File: config.mk
export PLATFORM = sky130hd
export DESIGN_NAME = nor_flash_bus_sequencer_core
export DESIGN_NICKNAME = d
export VERILOG_FILES = /design/src/hw/rtl/nfbs_pkg.sv /design/src/hw/rtl/nfbs_cfg_regs.sv /design/src/hw/rtl/nfbs_seq.sv /design/src/hw/rtl/nor_flash_bus_sequencer_core.sv
export SDC_FILE = /design/constraint.sdc
export NUM_CORES = 1
export LEC_CHECK = 0
export BUFFER_PORTS_ARGS = -buffer_cell sky130_fd_sc_hd__buf_4
export CAP_MARGIN = 10
export CELL_PAD_IN_SITES_DETAIL_PLACEMENT = 0
export CELL_PAD_IN_SITES_GLOBAL_PLACEMENT = 2
export CORE_ASPECT_RATIO = 1.5
export CORE_MARGIN = 4
export CORE_UTILIZATION = 34
export CTS_CLUSTER_SIZE = 25
export DETAILED_ROUTE_END_ITERATION = 8
export HOLD_SLACK_MARGIN = 0.08
export PLACE_DENSITY_LB_ADDON = 0.1
export SLEW_MARGIN = 20
export SYNTH_ARGS = -nofsm -noshare
export SYNTH_HDL_FRONTEND = slang
export SYNTH_SLANG_ARGS = --single-unit
File: constraint.sdc
create_clock -name clk -period 3.02 [get_ports clk]
set_input_delay 0.151 -clock clk [delete_from_list [all_inputs] [get_ports clk]]
set_output_delay 0.151 -clock clk [all_outputs]
set_load 0.005 [all_outputs]
File: src/hw/rtl/nfbs_pkg.sv
package nfbs_pkg;

  localparam int unsigned ADDR_W      = 24;
  localparam int unsigned DATA_W      = 16;
  localparam int unsigned BYTE_BITS   = 8;
  localparam int unsigned TIMER_W     = 16;
  localparam int unsigned CMD_CNT_W   = 3;
  localparam int unsigned CMD_WORD_W  = 40;
  localparam int unsigned CFG_IDX_W   = 3;
  localparam int unsigned IN_TDATA_W  = 64;
  localparam int unsigned OUT_TDATA_W = 64;

  localparam int unsigned ADDR_BITS_DEF = 24;
  localparam int unsigned MAX_CMDS_DEF  = 4;

  typedef enum logic [CFG_IDX_W-1:0] {
    CFG_WORD_MODE = 3'd0,
    CFG_OE_TIME   = 3'd1,
    CFG_BP_TIME   = 3'd2,
    CFG_CMD_COUNT = 3'd3,
    CFG_CMD_WORD0 = 3'd4,
    CFG_CMD_WORD1 = 3'd5,
    CFG_CMD_WORD2 = 3'd6,
    CFG_CMD_WORD3 = 3'd7
  } cfg_idx_t;

  typedef enum logic [3:0] {
    PH_IDLE      = 4'd0,
    PH_RD_OE     = 4'd1,
    PH_RD_GAP    = 4'd2,
    PH_WR_WAIT   = 4'd3,
    PH_WR_STROBE = 4'd4,
    PH_WR_GAP    = 4'd5
  } phase_t;

  typedef struct packed {
    logic                 word_mode;
    logic [TIMER_W-1:0]   oe_time;
    logic [TIMER_W-1:0]   bp_time;
    logic [CMD_CNT_W-1:0] cmd_count;
  } nfbs_cfg_t;

  typedef struct packed {
    logic              request_valid;
    logic              operation;
    logic [ADDR_W-1:0] address;
    logic [DATA_W-1:0] write_data;
    logic              busy_in;
    logic [DATA_W-1:0] data_in;
  } nfbs_item_t;

  typedef struct packed {
    logic              ready_res;
    logic [ADDR_W-1:0] address_out;
    logic [DATA_W-1:0] data_out;
    logic              data_drive;
    logic              oe_active;
    logic              we_active;
    logic              read_valid;
    logic [DATA_W-1:0] read_word;
    logic              write_done;
  } nfbs_res_t;

  function automatic logic [DATA_W-1:0] data_mask(input logic word_mode,
                                                  input logic [DATA_W-1:0] d);
    logic [DATA_W-1:0] m;
    m = word_mode ? {DATA_W{1'b1}} : {{(DATA_W-BYTE_BITS){1'b0}}, {BYTE_BITS{1'b1}}};
    return d & m;
  endfunction

endpackage

File: src/hw/rtl/nfbs_cfg_regs.sv
module nfbs_cfg_regs #(
  parameter int unsigned CMD_DEPTH = 4
) (
  input  logic                                         clk,
  input  logic                                         rst_n,
  input  logic                                         wr_en,
  input  logic [nfbs_pkg::CFG_IDX_W-1:0]               wr_index,
  input  logic [nfbs_pkg::CMD_WORD_W-1:0]              wr_data,
  output nfbs_pkg::nfbs_cfg_t                          cfg,
  output logic [CMD_DEPTH-1:0][nfbs_pkg::CMD_WORD_W-1:0] cmd_words
);
  import nfbs_pkg::*;

  localparam int unsigned SLOT_W = (CMD_DEPTH > 1) ? $clog2(CMD_DEPTH) : 1;

  nfbs_cfg_t                             cfg_r;
  logic [CMD_DEPTH-1:0][CMD_WORD_W-1:0]  cmd_r;
  logic [1:0]                            slot;
  logic                                  slot_ok;

  assign slot    = wr_index[1:0];
  assign slot_ok = ({1'b0, slot} < 3'(CMD_DEPTH));

  always_ff @(posedge clk) begin
    if (!rst_n) begin
      cfg_r <= '0;
      cmd_r <= '0;
    end else if (wr_en) begin
      case (cfg_idx_t'(wr_index))
        CFG_WORD_MODE: cfg_r.word_mode <= wr_data[0];
        CFG_OE_TIME:   cfg_r.oe_time   <= wr_data[TIMER_W-1:0];
        CFG_BP_TIME:   cfg_r.bp_time   <= wr_data[TIMER_W-1:0];
        CFG_CMD_COUNT: cfg_r.cmd_count <= wr_data[CMD_CNT_W-1:0];
        CFG_CMD_WORD0, CFG_CMD_WORD1, CFG_CMD_WORD2, CFG_CMD_WORD3: begin
          // writes to slots past the command depth are dropped
          if (slot_ok) begin
            cmd_r[SLOT_W'(slot)] <= wr_data;
          end
        end
        default: ;
      endcase
    end
  end

  assign cfg       = cfg_r;
  assign cmd_words = cmd_r;

endmodule

File: src/hw/rtl/nfbs_seq.sv
module nfbs_seq #(
  parameter int unsigned ADDR_BITS = nfbs_pkg::ADDR_BITS_DEF,
  parameter int unsigned MAX_CMDS  = nfbs_pkg::MAX_CMDS_DEF,
  parameter int unsigned CMD_DEPTH = 4
) (
  input  logic                                           clk,
  input  logic                                           rst_n,
  input  logic                                           step_en,
  input  nfbs_pkg::nfbs_item_t                           item,
  input  nfbs_pkg::nfbs_cfg_t                            cfg,
  input  logic [CMD_DEPTH-1:0][nfbs_pkg::CMD_WORD_W-1:0] cmd_words,
  output nfbs_pkg::nfbs_res_t                            res
);
  import nfbs_pkg::*;

  localparam int unsigned SLOT_W = (CMD_DEPTH > 1) ? $clog2(CMD_DEPTH) : 1;
  localparam logic [ADDR_W-1:0] ADDR_KEEP =
    (ADDR_BITS >= ADDR_W) ? {ADDR_W{1'b1}} : ADDR_W'((64'd1 << ADDR_BITS) - 64'd1);

  phase_t               phase_r, phase_nxt;
  logic [TIMER_W-1:0]   timer_r, timer_nxt;
  logic [CMD_CNT_W-1:0] cmd_idx_r, cmd_idx_nxt;
  logic [ADDR_W-1:0]    held_addr_r, held_addr_nxt;
  logic [DATA_W-1:0]    held_data_r, held_data_nxt;
  logic [ADDR_W-1:0]    drv_addr_r, drv_addr_nxt;
  logic [DATA_W-1:0]    drv_data_r, drv_data_nxt;

  logic [CMD_CNT_W-1:0]  eff_cmds;
  logic                  more_cmds;
  logic [CMD_WORD_W-1:0] cur_cmd;
  logic                  timer_zero;
  logic                  oe, we, rvalid, wdone;

  assign eff_cmds   = (cfg.cmd_count > CMD_CNT_W'(MAX_CMDS)) ?
                      CMD_CNT_W'(MAX_CMDS) : cfg.cmd_count;
  assign more_cmds  = cmd_idx_r < eff_cmds;
  assign cur_cmd    = cmd_words[cmd_idx_r[SLOT_W-1:0]];
  assign timer_zero = (timer_r == '0);

  // next state
  always_comb begin
    phase_nxt     = phase_r;
    timer_nxt     = timer_r;
    cmd_idx_nxt   = cmd_idx_r;
    held_addr_nxt = held_addr_r;
    held_data_nxt = held_data_r;
    drv_addr_nxt  = drv_addr_r;
    drv_data_nxt  = drv_data_r;
    case (phase_r)
      PH_RD_OE: begin
        if (!timer_zero) begin
          timer_nxt = timer_r - 1'b1;
        end else begin
          phase_nxt = PH_RD_GAP;
          timer_nxt = cfg.oe_time;
        end
      end
      PH_RD_GAP: begin
        if (!timer_zero) timer_nxt = timer_r - 1'b1;
        else phase_nxt = PH_IDLE;
      end
      PH_WR_WAIT: begin
        if (!item.busy_in) begin
          if (more_cmds) begin
            drv_addr_nxt = cur_cmd[CMD_WORD_W-1:DATA_W] & ADDR_KEEP;
            drv_data_nxt = cur_cmd[DATA_W-1:0];
          end else begin
            drv_addr_nxt = held_addr_r;
            drv_data_nxt = held_data_r;
          end
          phase_nxt = PH_WR_STROBE;
          timer_nxt = cfg.oe_time;
        end
      end
      PH_WR_STROBE: begin
        if (!timer_zero) begin
          timer_nxt = timer_r - 1'b1;
        end else begin
          phase_nxt = PH_WR_GAP;
          timer_nxt = cfg.bp_time;
        end
      end
      PH_WR_GAP: begin
        if (!timer_zero) begin
          timer_nxt = timer_r - 1'b1;
        end else if (more_cmds) begin
          cmd_idx_nxt = cmd_idx_r + 1'b1;
          phase_nxt   = PH_WR_WAIT;
        end else begin
          phase_nxt = PH_IDLE;
        end
      end
      default: begin
        phase_nxt = PH_IDLE;
        if (item.request_valid) begin
          if (!item.operation) begin
            drv_addr_nxt = item.address & ADDR_KEEP;
            phase_nxt    = PH_RD_OE;
            timer_nxt    = cfg.oe_time;
          end else begin
            held_addr_nxt = item.address & ADDR_KEEP;
            held_data_nxt = data_mask(cfg.word_mode, item.write_data);
            cmd_idx_nxt   = '0;
            phase_nxt     = PH_WR_WAIT;
          end
        end
      end
    endcase
  end

  // strobes and status
  always_comb begin
    oe     = 1'b0;
    we     = 1'b0;
    rvalid = 1'b0;
    wdone  = 1'b0;
    case (phase_r)
      PH_RD_OE: begin
        oe     = !timer_zero;
        rvalid = timer_zero;
      end
      PH_RD_GAP: ;
      PH_WR_WAIT:   we = !item.busy_in;
      PH_WR_STROBE: we = !timer_zero;
      PH_WR_GAP:    wdone = timer_zero && !more_cmds;
      default:      oe = item.request_valid && !item.operation;
    endcase
    res.ready_res   = (phase_nxt == PH_IDLE);
    res.address_out = drv_addr_nxt;
    res.data_out    = data_mask(cfg.word_mode, drv_data_nxt);
    res.data_drive  = (phase_nxt == PH_WR_WAIT) || (phase_nxt == PH_WR_STROBE) ||
                      (phase_nxt == PH_WR_GAP) || wdone;
    res.oe_active   = oe;
    res.we_active   = we;
    res.read_valid  = rvalid;
    res.read_word   = rvalid ? data_mask(cfg.word_mode, item.data_in) : '0;
    res.write_done  = wdone;
  end

  always_ff @(posedge clk) begin
    if (!rst_n) begin
      phase_r     <= PH_IDLE;
      timer_r     <= '0;
      cmd_idx_r   <= '0;
      held_addr_r <= '0;
      held_data_r <= '0;
      drv_addr_r  <= '0;
      drv_data_r  <= '0;
    end else if (step_en) begin
      phase_r     <= phase_nxt;
      timer_r     <= timer_nxt;
      cmd_idx_r   <= cmd_idx_nxt;
      held_addr_r <= held_addr_nxt;
      held_data_r <= held_data_nxt;
      drv_addr_r  <= drv_addr_nxt;
      drv_data_r  <= drv_data_nxt;
    end
  end

  a_strobe_excl: assert property (@(posedge clk) disable iff (!rst_n)
    !(oe && we))
    else $error("oe and we asserted together");

  a_cmd_idx_bound: assert property (@(posedge clk) disable iff (!rst_n)
    cmd_idx_r <= CMD_CNT_W'(MAX_CMDS))
    else $error("command index past command limit");

  a_done_to_idle: assert property (@(posedge clk) disable iff (!rst_n)
    (step_en && wdone) |=> (phase_r == PH_IDLE))
    else $error("write done without return to idle");

  a_hold_no_step: assert property (@(posedge clk) disable iff (!rst_n)
    !step_en |=> $stable(phase_r) && $stable(timer_r))
    else $error("sequencer state moved without an item");

endmodule

File: src/hw/rtl/nor_flash_bus_sequencer_core.sv
// Channel | Dir | Handshake           | Payload
// in_     | in  | in_tvalid/in_tready | in_tdata: request fields and pin levels, in_tuser: op
// out_    | out | out_tvalid/out_tready | out_tdata: pin levels and status of one tick
// cfg_    | in  | cfg_valid/cfg_ready | cfg_index, cfg_data
//
// One item is one bus tick; the block takes one item per cycle while out_tready does not stall it,
// through two register stages (input register, then sequencer step into the output register): a
// result shows on out_tdata once its item has moved from the input to the output register.
// rst_n is synchronous: it clears the valid flags of both stages, the sequencer state and
// the configuration registers; the item and result data registers are not reset.
// A stall on out_tready holds the output register, the sequencer and the input register;
// the input stage keeps taking items until it holds one that cannot move on.
// cfg_ready is always high; a write lands in the next cycle.
module nor_flash_bus_sequencer_core #(
  parameter int unsigned ADDR_BITS = nfbs_pkg::ADDR_BITS_DEF,
  parameter int unsigned MAX_CMDS  = nfbs_pkg::MAX_CMDS_DEF
) (
  input  logic                                clk,
  input  logic                                rst_n,
  input  logic                                in_tvalid,
  output logic                                in_tready,
  // [0] request_valid, [24:1] address, [40:25] write_data, [41] busy_in,
  // [57:42] data_in, rest zero
  input  logic [nfbs_pkg::IN_TDATA_W-1:0]     in_tdata,
  // [0] operation
  input  logic                                in_tuser,
  output logic                                out_tvalid,
  input  logic                                out_tready,
  // [0] ready_res, [24:1] address_out, [40:25] data_out, [41] data_drive,
  // [42] oe_active, [43] we_active, [44] read_valid, [60:45] read_word,
  // [61] write_done, rest zero
  output logic [nfbs_pkg::OUT_TDATA_W-1:0]    out_tdata,
  input  logic                                cfg_valid,
  output logic                                cfg_ready,
  input  logic [nfbs_pkg::CFG_IDX_W-1:0]      cfg_index,
  input  logic [nfbs_pkg::CMD_WORD_W-1:0]     cfg_data
);
  import nfbs_pkg::*;

  localparam int unsigned CMD_SLOT_W = (MAX_CMDS > 1) ? $clog2(MAX_CMDS) : 1;
  localparam int unsigned CMD_DEPTH  = 2 ** CMD_SLOT_W;

  nfbs_cfg_t                            cfg;
  logic [CMD_DEPTH-1:0][CMD_WORD_W-1:0] cmd_words;

  logic       in_valid_r;
  nfbs_item_t in_item_r, in_item;
  logic       out_valid_r;
  nfbs_res_t  out_res_r, step_res;
  logic       advance;
  logic       step_en;

  assign advance   = !out_valid_r || out_tready;
  assign step_en   = advance && in_valid_r;
  assign in_tready = !in_valid_r || advance;
  assign cfg_ready = 1'b1;

  assign in_item.request_valid = in_tdata[0];
  assign in_item.operation     = in_tuser;
  assign in_item.address       = in_tdata[24:1];
  assign in_item.write_data    = in_tdata[40:25];
  assign in_item.busy_in       = in_tdata[41];
  assign in_item.data_in       = in_tdata[57:42];

  nfbs_cfg_regs #(
    .CMD_DEPTH (CMD_DEPTH)
  ) u_cfg (
    .clk       (clk),
    .rst_n     (rst_n),
    .wr_en     (cfg_valid && cfg_ready),
    .wr_index  (cfg_index),
    .wr_data   (cfg_data),
    .cfg       (cfg),
    .cmd_words (cmd_words)
  );

  nfbs_seq #(
    .ADDR_BITS (ADDR_BITS),
    .MAX_CMDS  (MAX_CMDS),
    .CMD_DEPTH (CMD_DEPTH)
  ) u_seq (
    .clk       (clk),
    .rst_n     (rst_n),
    .step_en   (step_en),
    .item      (in_item_r),
    .cfg       (cfg),
    .cmd_words (cmd_words),
    .res       (step_res)
  );

  always_ff @(posedge clk) begin
    if (!rst_n) begin
      in_valid_r <= 1'b0;
    end else if (in_tready) begin
      in_valid_r <= in_tvalid;
    end
  end

  always_ff @(posedge clk) begin
    if (in_tready) begin
      in_item_r <= in_item;
    end
  end

  always_ff @(posedge clk) begin
    if (!rst_n) begin
      out_valid_r <= 1'b0;
    end else if (advance) begin
      out_valid_r <= in_valid_r;
    end
  end

  always_ff @(posedge clk) begin
    if (step_en) begin
      out_res_r <= step_res;
    end
  end

  assign out_tvalid = out_valid_r;
  assign out_tdata  = {2'b00,
                       out_res_r.write_done,
                       out_res_r.read_word,
                       out_res_r.read_valid,
                       out_res_r.we_active,
                       out_res_r.oe_active,
                       out_res_r.data_drive,
                       out_res_r.data_out,
                       out_res_r.address_out,
                       out_res_r.ready_res};

  a_in_hold: assert property (@(posedge clk) disable iff (!rst_n)
    (in_valid_r && !advance) |=> in_valid_r && $stable(in_item_r))
    else $error("input item dropped during stall");

  a_out_hold: assert property (@(posedge clk) disable iff (!rst_n)
    (out_valid_r && !out_tready) |=> out_valid_r && $stable(out_res_r))
    else $error("result changed during stall");

  a_step_fills: assert property (@(posedge clk) disable iff (!rst_n)
    step_en |=> out_valid_r)
    else $error("stepped item produced no result");

endmodule

==> flow_summary.json <==
{
  "cap_violations": 0,
  "r2r_slack_ns": 0.18,
  "power.density_nw_per_um2": 580,
  "crit_path_start_kind": "flop",
  "power_leakage_uw": 0.00798,
  "synthFlopType": "dfxtp_1",
  "cts_buffers": 46,
  "ys_warn_count": 0,
  "setup_viol_count_final": 0,
  "finalCriticalPeriod_ns": 2.84,
  "reg2reg_to": "u_seq.timer_r[11]",
  "routabilityCongestion": 0.811,
  "ctsResizeCount": 0,
  "final.fill_count": 5034,
  "relSlewSlack_pct": 33.9,
  "worstPathRequired_ns": 3.48,
  "gr-total-overflow": 0,
  "ys_types": 66,
  "antenna_found_initial": 1,
  "fp-row-count": 102,
  "multi_input_area_um2": 7690,
  "drc": 0,
  "path_cells": "inv_1 > ha_1 > or4b_2 > or4_1 > buf_4 > o2111a_2 > nand2_4 > a21oi_2 > a31o_1",
  "vdd_drop_max_v": 0.000376,
  "seq_area_um2": 9660,
  "root_buffer": "clkbuf_16",
  "pin_count": 180,
  "core_area_um2": 51900,
  "vias": 13800,
  "post-dp-hpwl_mm": 35.5,
  "dieWidth_um": 195,
  "gr-max-usage-layer": "met2",
  "dieHeight_um": 289,
  "syn_inst": 1811,
  "rsz0062_at_grt": "no",
  "postLayoutCoreUtil_pct": 43.0,
  "synth_edf_count": 121,
  "clk_pin_slew_ns": 0.06,
  "grt_util_met3_pct": 2.90,
  "first_iter_violations": 693,
  "grt_max_degree": 124,
  "max_freq_ghz": 0.352,
  "use_met1_pct": 22.8,
  "timing.rr.start": "u_seq.timer_r[0]",
  "clock_latency_ns": 0.58,
  "area_growth_pct": 24.8,
  "ys_seq_area_share_pct": 53.9,
  "ant_nets": 0,
  "initial_core_util_pct": 34.5,
  "critPathKind": "reg2reg",
  "drive_gt1_share_pct": 16.7,
  "min_from": "in_tdata[18]",
  "via_per_inst": 5.04,
  "cp-end-kind": "flop",
  "n_antenna_cell": 0,
  "cts_max_path_buffers": 3,
  "use_met2_pct": 36.9,
  "holdPathEnd": "in_item_r[50]",
  "wl_mm": 57.0,
  "slew_viol_final": 0,
  "skew_ns": 0.0183,
  "path_buf_inv": 2,
  "synth-seq-cells": 422,
  "worstMarginPinSlew_ns": 0.991,
  "hold_violations": 0,
  "async_reset_ff_share_pct": 0,
  "syn-cell-area_um2": 17900,
  "slowest_delay_ns": 0.66,
  "fin_nets": 2157,
  "critPathTopFamily": "simple AND/OR/NAND/NOR gates",
  "avgRoutedWirePerCell_um": 20.8,
  "r2r_cells": 9,
  "status": "completed",
  "min_path_cells": 2,
  "min-delay-path-class": "in2reg",
  "io_buffers": 170,
  "grt_pass1_wl_mm": 85.9,
  "cp_max_fo": 16,
  "h-tree-depth": 2,
  "first_global_vias": 14100,
  "die_area_um2": 56500,
  "arrival_ns": 3.30,
  "avgSynthCellArea_um2": 9.89,
  "firstDrtPassIters": 5,
  "cts_tree": "done",
  "grtUsageTotal_pct": 19.6,
  "totalNegativeSetupSlack_ns": 0,
  "cts_sinks": 422,
  "slowest_stage": "or4b_2",
  "fin_crit_sh_pct": 94.0
}
## layout make-up
class | instances | share of cell area, %
clock buffers | 65 | 5.74
inverters | 12 | 0.207
multi-input cells | 1239 | 34.4
flip-flops and latches | 422 | 43.2
clock inverters | 12 | 0.386
well taps | 676 | 3.78
repair buffers | 318 | 12.2
## per-layer routing
metal	wire length, um	part of all wire [%]
met5	0	0
met4	1740	3.1
met3	1960	3.4
met2	30400	53
met1	22900	40
## state kept, by name, indices dropped and copies added (netlist names)
signal / count
u_seq.held_addr_r: 24
u_seq.drv_data_r: 16
u_seq.timer_r: 16
u_seq.cmd_idx_r: 3
u_seq.phase_r: 4
u_cfg.cfg: 36
out_tvalid: 1
out_tdata: 62
in_valid_r: 1
u_cfg.cmd_words: 160
in_item_r: 59
u_seq.held_data_r: 16
u_seq.drv_addr_r: 24
## cell usage in the layout, fill, tap and decap left out, types with 7 or more instances in the layout
| cell type | Yosys | layout |
|---|---|---|
| nand2_1 | 496 | 495 |
| dfxtp_1 | 301 | 299 |
| a21boi_0 | 235 | 235 |
| buf_4 | 5 | 203 |
| edfxtp_1 | 121 | 121 |
| dlygate4sd3_1 | 0 | 108 |
| o21ai_0 | 53 | 53 |
| clkbuf_16 | 0 | 47 |
| a21oi_1 | 47 | 46 |
| mux2i_1 | 44 | 44 |
| nor2_1 | 50 | 44 |
| nor2b_1 | 41 | 41 |
| mux4_2 | 40 | 40 |
| nand3_1 | 29 | 29 |
| o22ai_1 | 27 | 27 |
| a32o_1 | 25 | 25 |
| nor3_1 | 17 | 15 |
| clkbuf_1 | 116 | 14 |
| inv_1 | 12 | 11 |
| and3_1 | 11 | 11 |
| o21ai_1 | 10 | 10 |
| o211a_1 | 9 | 9 |
| nand2b_1 | 8 | 8 |
| clkinv_2 | 0 | 8 |
| and2_1 | 8 | 8 |
| nor4_1 | 8 | 7 |
## stage by stage
| step | std cells | cell area, um^2 | hold WS, ns | setup slack [ns] | power (uW) |
|---|---|---|---|---|---|
| detailed placement | 2559 | 19900 | 0.331 | 0.223 | 7690 |
| finish | 2744 | 22400 | 0.289 | 0.180 | 13000 |
| global route | 2744 | 22400 | 0.261 | 0.0719 | 13500 |
| CTS | 2744 | 22400 | 0.245 | 0.195 | 13200 |
| floorplan | 1812 | 17900 | 0.250 | 0.0391 | 7080 |
| global placement | 2559 | 19900 | 0.329 | 0.230 | 7680 |
## worst max path at each step
| stage | start | end | cells past startpoint |
|---|---|---|---|
| detailed placement | u_seq.timer_r[0] | u_seq.timer_r[11] | 9 |
| floorplan | out_tvalid | u_seq.held_addr_r[0] | 11 |
| global placement | u_seq.timer_r[0] | u_seq.timer_r[11] | 9 |
| global route | u_seq.timer_r[0] | u_seq.timer_r[13] | 9 |
| finish | u_seq.timer_r[0] | u_seq.timer_r[11] | 9 |
| CTS | u_seq.timer_r[0] | u_seq.timer_r[11] | 9 |
## Yosys cell counts, drive strengths merged, types with 9 or more instances
library cell / instances / area share [%]
o21ai: 64 / 1.9
mux2i: 44 / 2.5
a21oi: 48 / 1.4
dfxtp: 301 / 34
buf: 23 / 0.78
o211a: 9 / 0.50
nor2b: 41 / 1.4
nand2: 497 / 10
and3: 11 / 0.38
nand3: 29 / 0.81
o22ai: 27 / 0.94
nor2: 52 / 1.1
mux4: 40 / 5.0
a21boi: 237 / 9.9
inv: 12 / 0.25
clkbuf: 116 / 2.4
edfxtp: 121 / 20
nor3: 17 / 0.47
a32o: 25 / 1.4
## power breakdown
part | total [uW] | internal [uW] | switching (uW)
clock network | 5290 | 3020 | 2270
registers | 6170 | 6050 | 125
logic | 1500 | 655 | 849
## logic make-up after synthesis
kind of cell	synth area share [%]
xor gates and xnor gates	0.244
AOI/OAI and AO/OA	17.9
other	0.0419
and+or+nand+nor	16.6
buffers and inverters	3.46
DFF	53.9
muxes	7.49
adders and majority gates	0.349
## repair_timing
action | 4_1_cts | 5_1_grt
setup buffers | 0 | 0
endpoints found under the hold margin | 277 | 0
hold buffers | 108 | 0
Note: power is estimated with default switching activity, not from simulation.
